### config.mk
export PLATFORM = sky130hd
export DESIGN_NAME = mmh_mul64
export DESIGN_NICKNAME = d
export VERILOG_FILES = /design/src/hdl/mmh_pkg.sv /design/src/hdl/mmh_mul64.sv
export SDC_FILE = /design/constraint.sdc
export NUM_CORES = 2
export LEC_CHECK = 0
export BUFFER_PORTS_ARGS = -buffer_cell sky130_fd_sc_hd__buf_2
export CAP_MARGIN = 30
export CORE_MARGIN = 2
export CORE_UTILIZATION = 45
export CTS_BUF_LIST = sky130_fd_sc_hd__clkbuf_16
export DETAILED_ROUTE_END_ITERATION = 6
export PLACE_DENSITY_LB_ADDON = 0.15
export SETUP_SLACK_MARGIN = 0.4
export SLEW_MARGIN = 30
export SYNTH_ARGS = -nofsm -noshare
export SYNTH_HDL_FRONTEND = slang
export SYNTH_SLANG_ARGS = --single-unit
### constraint.sdc
create_clock -name clk -period 19.4 [get_ports clk]
set_clock_uncertainty 0.15 [all_clocks]
set_input_delay 0.97 -clock clk [delete_from_list [all_inputs] [get_ports clk]]
set_output_delay 0.97 -clock clk [all_outputs]
set_load 0.01 [all_outputs]
### src/hdl/mmh_pkg.sv
// Shared constants and types for the multiply-mix 256-bit stream hash.
`timescale 1ns / 1ps
`default_nettype none

package mmh_pkg;

  localparam int WORD_W  = 64;
  localparam int HALF_W  = 32;
  localparam int BLOCK_W = 256;
  localparam int PROD_W  = 128;

  // Mixing and finishing constants.
  localparam logic [WORD_W-1:0] K0 = 64'hc3a5c85c97cb3127;
  localparam logic [WORD_W-1:0] K1 = 64'hb492b66fbe98f273;

  // Initial chain words, before the seed is XORed in.
  localparam logic [WORD_W-1:0] INIT_WORDS [4] = '{
    64'h9ae16a3b2f90404f,
    64'hc949d7c7509e6557,
    64'hff51afd7ed558ccd,
    64'hc4ceb9fe1a85ec53
  };

  // Padding marker byte and the byte offset where the length goes.
  localparam logic [7:0] PAD_BYTE   = 8'h80;
  localparam logic [4:0] LEN_OFFSET = 5'd24;
  localparam int         FIN_ROT    = 29;

  // Mixes from the block that holds the length on: its own mix and three more.
  localparam logic [2:0] TAIL_MIXES = 3'd4;

  // Handshake between the sequencer and the shared multiplier.
  typedef struct packed {
    logic              start;
    logic [WORD_W-1:0] a;
    logic [WORD_W-1:0] b;
  } mul_req_t;

  typedef struct packed {
    logic              done;
    logic [PROD_W-1:0] product;
  } mul_rsp_t;

endpackage : mmh_pkg

`default_nettype wire

### src/hdl/mmh_mul64.sv
// Iterative 64x64 -> 128 multiplier built from one shared 32x32 multiplier.
`timescale 1ns / 1ps
`default_nettype none

module mmh_mul64
  import mmh_pkg::*;
(
  input  wire logic     clk,
  input  wire logic     rst_n,
  input  wire mul_req_t req,
  output mul_rsp_t      rsp
);

  logic [WORD_W-1:0] a_r;
  logic [WORD_W-1:0] b_r;
  logic [2:0]        step_r;
  logic              active_r;
  logic              pv_r;
  logic [1:0]        psel_r;
  logic [WORD_W-1:0] prod_r;
  logic [PROD_W-1:0] acc_r;

  logic [HALF_W-1:0] a_half;
  logic [HALF_W-1:0] b_half;
  logic [PROD_W-1:0] partial;
  logic              done;

  // Partial product order: lo*lo, lo*hi, hi*lo, hi*hi.
  always_comb begin
    a_half = step_r[1] ? a_r[WORD_W-1:HALF_W] : a_r[HALF_W-1:0];
    b_half = step_r[0] ? b_r[WORD_W-1:HALF_W] : b_r[HALF_W-1:0];
  end

  // Align the registered partial product to its weight.
  always_comb begin
    case (psel_r)
      2'd0:    partial = {{(PROD_W-WORD_W){1'b0}}, prod_r};
      2'd3:    partial = {prod_r, {WORD_W{1'b0}}};
      default: partial = {{HALF_W{1'b0}}, prod_r, {HALF_W{1'b0}}};
    endcase
  end

  assign done        = active_r & step_r[2] & ~pv_r;
  assign rsp.done    = done;
  assign rsp.product = acc_r;

  // Control: issue the four partial products, drain the last one, then signal done.
  always_ff @(posedge clk) begin
    if (!rst_n) begin
      active_r <= 1'b0;
      pv_r     <= 1'b0;
      step_r   <= '0;
    end else if (req.start) begin
      active_r <= 1'b1;
      pv_r     <= 1'b0;
      step_r   <= '0;
    end else if (active_r) begin
      if (!step_r[2]) begin
        step_r <= step_r + 3'd1;
        pv_r   <= 1'b1;
      end else begin
        pv_r <= 1'b0;
      end
      if (done) begin
        active_r <= 1'b0;
      end
    end
  end

  // Datapath: operand capture, one registered multiply, accumulate.
  always_ff @(posedge clk) begin
    if (req.start) begin
      a_r   <= req.a;
      b_r   <= req.b;
      acc_r <= '0;
    end else begin
      if (active_r && !step_r[2]) begin
        prod_r <= WORD_W'(a_half) * WORD_W'(b_half);
        psel_r <= step_r[1:0];
      end
      if (pv_r) begin
        acc_r <= acc_r + partial;
      end
    end
  end

endmodule : mmh_mul64

`default_nettype wire

======== Word-level counts from Yosys, hierarchy flattened ========
Cells that the tools add are included.
storage, ports and cells
  register bits ........................... 327
  bits in latches ......................... 0
  RAM bits ................................ 0
  ROM bits ................................ 0
  input port bits ......................... 131
  output and inout bits ................... 129
  logic and storage cells ................. 33
  memories kept ........................... 0
cells by class
  add/subtract/negate cells ............... 2
  multipliers ............................. 1
  divide/modulo/power cells ............... 0
  order comparisons ....................... 0
  eq/ne operators ......................... 1
  shifts and indexed selects .............. 0
  muxes and demuxes ....................... 8
  bitwise logic cells ..................... 6
  reduce and logical (&&, ||, !) cells .... 6
operator list
  kind                   count
  $pmux W128 S2          1
  $add A128 B128 Y128    1
  $mul A32 B32 Y64       1
  $mux W32               2
  $mux W1                4
  $not A1 Y1             4
  $reduce_and A2 Y1      2
  $add A3 B1 Y3 const B  1
  $mux W3                1
  $and A1 B1 Y1          2
  $eq A2 B2 Y1 const B   1
  $logic_not A2 Y1       1
  $reduce_or A2 Y1       1
  $logic_and A1 B1 Y1    1
  $logic_not A1 Y1       1

======== Depth between registers and ports, before layout ========
  depth after elaboration ................. 5
  mapped depth ............................ 33
  mapped depth without buffers ............ 29

======== Least setup slack after synthesis ========
OpenSTA, ideal clock, no wires.
  path type ............................... register -> register
  start point ............................. register step_r[0]
  end point ............................... register prod_r[63], data pin
  setup time .............................. 0.264 ns
  arrival ................................. 8.409 ns
  required time ........................... 18.986 ns
  slack ................................... 10.577 ns
  stages on the path, launching flop included .. 31
  path buffers ............................ 4
  clock period less this slack ............ 8.823 ns
  cell sequence ........................... dfxtp_1 -> clkbuf_1 -> buf_1 -> mux2i_1 -> clkbuf_1 -> nor2_1 -> fa_1 -> fa_1 -> inv_1 -> fa_1 -> inv_1 -> fa_1 -> inv_1 -> fa_1 -> fa_1 -> fa_1 -> fa_1 -> inv_1 -> ha_1 -> clkbuf_1 -> o21ai_0 -> nand2b_1 -> nand3_1 -> o211ai_1 -> a221oi_1 -> a211oi_1 -> o21ai_1 -> o41a_1 -> o21ai_1 -> a221oi_1 -> xnor2_1
on the way
  longest elaborated chain between the ends .. 2
RTL lines
  item                    line             text
  start, declared         mmh_mul64.sv:16  logic [2:0] step_r;
  start signal, assigned  mmh_mul64.sv:59  step_r <= step_r + 3'd1;
  $mux W32                mmh_mul64.sv:31  b_half = step_r[0] ? b_r[WORD_W-1:HALF_W] : b_r[HALF_W-1:0];
  $mul A32 B32 Y64        mmh_mul64.sv:78  prod_r <= WORD_W'(a_half) * WORD_W'(b_half);
  end signal, assigned    mmh_mul64.sv:78
  end, declared           mmh_mul64.sv:20  logic [WORD_W-1:0] prod_r;
Every way passes these cells.
A chain may end at the register's enable or synchronous reset.

======== Worst setup path after layout ========
  start point ............................. register step_r[1]
  end point ............................... register prod_r[63], data pin
on the way
  longest elaborated chain between the ends .. 2
RTL lines
  item              line             text
  $mux W32          mmh_mul64.sv:30  a_half = step_r[1] ? a_r[WORD_W-1:HALF_W] : a_r[HALF_W-1:0];
  $mul A32 B32 Y64  mmh_mul64.sv:78
Every way passes these cells.

==> impl_metrics.py <==
metrics = {
    "global_routing": {
        "grt_pass1_wl_mm": 296,
        "track_usage": 0.332,
        "grt_max_degree": 100,
        "first_global_vias": 44900,
        "antenna_found_initial": 4,
        "grt-ovfl-total": 0,
    },
    "layout": {
        "multi_input_area_um2": 40500,
        "register_area_um2": 8500,
        "fin_nets": 7542,
        "synthToLayoutAreaGrowth_pct": 8.19,
        "fill_cells": 11400,
        "stdcell_area_um2": 57800,
        "drive_gt1_frac": 0.0904,
    },
    "setup_path": {
        "r2r_cells": 30,
        "cp.required_ns": 19.63,
        "cp_max_fo": 54,
        "endpoint_kind": "register",
        "cpPeakStageDelay_ns": 0.79,
        "crit_path_top_delay_cell": "buf_4",
        "cp.arrival_ns": 10.58,
        "timing.critical_path.mode_cell": "fa_1",
        "start_kind": "register",
        "crit_type": "register to register",
        "reg2reg_from": "step_r[1]$_SDFFE_PP0P_",
        "timing.rr.end": "prod_r[63]$_DFFE_PP_",
        "r2r_slack_ns": 9.05,
    },
    "floorplanning": {
        "fp.coreArea_um2": 118000,
        "die_h_um": 349,
        "initial_utilization": 0.453,
        "ioPinCount": 260,
        "die_w_um": 349,
        "rows": 126,
        "die-area_um2": 122000,
    },
    "logic_synthesis": {
        "synthFlopType": "edfxtp_1",
        "ys_seq_area_frac": 0.159,
        "netlist-cell-type-count": 87,
        "synth_area_um2": 53500,
        "syn_area_per_cell_um2": 8.83,
        "async_reset_ff_frac": 0,
        "synth_nets": 7474,
        "synth_top_area_share": 0.336,
        "yosysTopAreaCell": "fa_1",
        "synth_area_leaders": "fa_1 34%, edfxtp_1 11%, ha_1 9.2%",
        "synth_seq_cells": 327,
        "ys_warn_count": 0,
        "synth-edff-count": 194,
        "syn_inst": 6053,
    },
    "run": {
        "drv_cap": 0,
    },
    "cts": {
        "cts_tree": "done",
        "cts_buffer_depth": 3,
        "cts_buffers": 41,
        "cts_max_level": 2,
        "clk_pin_slew_worst_paths_ns": 0.06,
        "cts.sinks": 327,
        "cts_setup_buffers": 0,
        "clk_latency_ns": 0.65,
        "hold_buffers": 0,
        "cts_root_buf": "clkbuf_16",
        "cts_resized": 0,
    },
    "placement": {
        "dpl_cell_area_um2": 56400,
        "io_buffers": 259,
        "gp_congestion": 1.02,
        "dpl.hpwl_mm": 160,
    },
    "detailed_routing": {
        "maxUsedRoutingLayer": "met4",
        "drt-met1-wl_mm": 83.3,
        "wl_met2_mm": 86.5,
        "drtIter0Drc": 4337,
        "routedWlPerCell_um": 26.2,
        "dr.pass1.iters": 6,
        "drt.antenna.violating_nets": 0,
        "dr_wl_met3_mm": 20.3,
        "via_per_inst": 5.82,
        "drc": 0,
        "routed-via-count": 44700,
        "wl_mm": 202,
    },
    "timing": {
        "worst_pin_slew_ns": 1.11,
        "final-max-slew-violation-count": 0,
        "setup_viol": 0,
        "finalSetupTns_ns": 0,
        "hold_violations": 0,
        "fmax_mhz": 96.6,
        "maxSlewHeadroom": 0.250,
        "fin_crit_sh": 0.534,
        "grt_setup_unrepaired": "false",
        "post-route-min-period_ns": 10.35,
    },
    "outcome": {
        "status": "complete, no violations",
    },
    "hold_path": {
        "whs_endpoint": "acc_r[98]$_SDFFE_PP0P_",
        "hold_path_class": "register to register",
        "holdPathStages": 2,
        "worstHoldStart": "acc_r[98]$_SDFFE_PP0P_",
    },
}
registers in the layout, indices dropped and copies added (netlist names):
register	count
acc_r	128
a_r	64
b_r	64
prod_r	64
step_r	3
psel_r	2
active_r	1
pv_r	1
synth_stat cells, types with 7 or more instances:
library cell  instances
a211o_1               7
a211oi_1             15
a21boi_0             13
a21o_1              115
a21oi_1             274
a221o_1               9
a221oi_1             12
a22o_1               32
a31oi_1              17
and2_1               73
and3_1               21
and4_1                7
buf_1                21
buf_2                19
clkbuf_1            265
dfxtp_1             133
edfxtp_1            194
fa_1                897
ha_1                393
inv_1               941
mux2_2               64
mux2i_1             122
nand2_1             746
nand2b_1             17
nand3_1              47
nand4_1              89
nor2_1              828
nor2b_1              15
nor3_1               41
nor4_1               11
o211ai_1             14
o21a_1               23
o21ai_0             199
o21ai_1               9
o21bai_1             53
o221ai_1              8
o31ai_1              16
or2_2                 8
or3_1                11
xnor2_1             104
xor2_1               70
cell type report:
type | count | share of cell area
repair buffers | 337 | 0.0341
flip-flops and latches | 327 | 0.147
diodes | 5 | 0.000216
clock inverters | 33 | 0.00610
clock buffers | 42 | 0.0182
well taps | 1536 | 0.0332
multi-input cells | 4473 | 0.700
inverters | 941 | 0.0611
metal layers:
metal  track usage  vias up
met5             0        -
met4         0.164        0
met3        0.0713      482
met2         0.499     2343
met1         0.455    22400
li1              -    19500
layout by cell type, fill, tap and decap left out, types with 13 or more instances in the layout:
cell,count
fa_1,897
dfxtp_1,130
nand4_1,89
buf_2,259
buf_4,69
clkbuf_16,42
a21oi_1,274
mux2_2,64
o21ai_0,197
o21bai_1,53
a31oi_1,17
edfxtp_1,194
mux2i_1,71
a21boi_0,13
xnor2_1,104
a211oi_1,15
a21o_1,115
o211ai_1,14
nand2b_1,17
inv_1,948
o31ai_1,16
mux2i_2,42
xor2_1,70
nand2_1,746
nor2_1,826
a22o_1,32
nor2b_1,13
nand3_1,47
and2_1,72
nor3_1,41
and3_1,21
ha_1,392
o21a_1,23
kinds of logic after synthesis:
kind of cell / synth area share
buffers and inverters: 0.0892
adders and majority gates: 0.428
muxes: 0.0365
DFF: 0.159
AOI/OAI and AO/OA: 0.106
and+or+nand+nor: 0.153
xor gates and xnor gates: 0.0285
critical path: cells and delay by family (launching register included):
family                     cells  cell delay, ns
xor gates and xnor gates       1            0.15
adders and majority gates      9            4.28
AOI/OAI and AO/OA              8            2.61
buffers and inverters          8            1.20
DFF                            1            0.52
and+or+nand+nor                3            0.40
muxes                          1            0.74
stage by stage:
| stage | hold slack [ns] | utilization | std cells | worst slack (ns) |
|---|---|---|---|---|
| after floorplan | 0.302 | - | 6053 | 10.58 |
| after global placement | 0.316 | 0.477 | 7605 | 9.15 |
| after detailed placement | 0.332 | 0.478 | 7613 | 8.95 |
| after CTS | 0.314 | 0.490 | 7688 | 8.95 |
| after global routing | 0.325 | 0.490 | 7689 | 8.69 |
| final | 0.335 | 0.490 | 7694 | 9.05 |
worst max-delay path by stage:
stage               slack, ns              startpoint                    to  cells past startpoint
global route             8.69  step_r[1]$_SDFFE_PP0P_  prod_r[63]$_DFFE_PP_                     30
CTS                      8.95  step_r[0]$_SDFFE_PP0P_  prod_r[63]$_DFFE_PP_                     26
detailed placement       8.95  step_r[0]$_SDFFE_PP0P_  prod_r[63]$_DFFE_PP_                     26
floorplan               10.58  step_r[0]$_SDFFE_PP0P_  prod_r[63]$_DFFE_PP_                     30
finish                   9.05  step_r[1]$_SDFFE_PP0P_  prod_r[63]$_DFFE_PP_                     30
global placement         9.15  step_r[0]$_SDFFE_PP0P_  prod_r[63]$_DFFE_PP_                     25
Power is not shown: default switching activity piles up to over one toggle a cycle in this logic, so the estimate is an artifact.
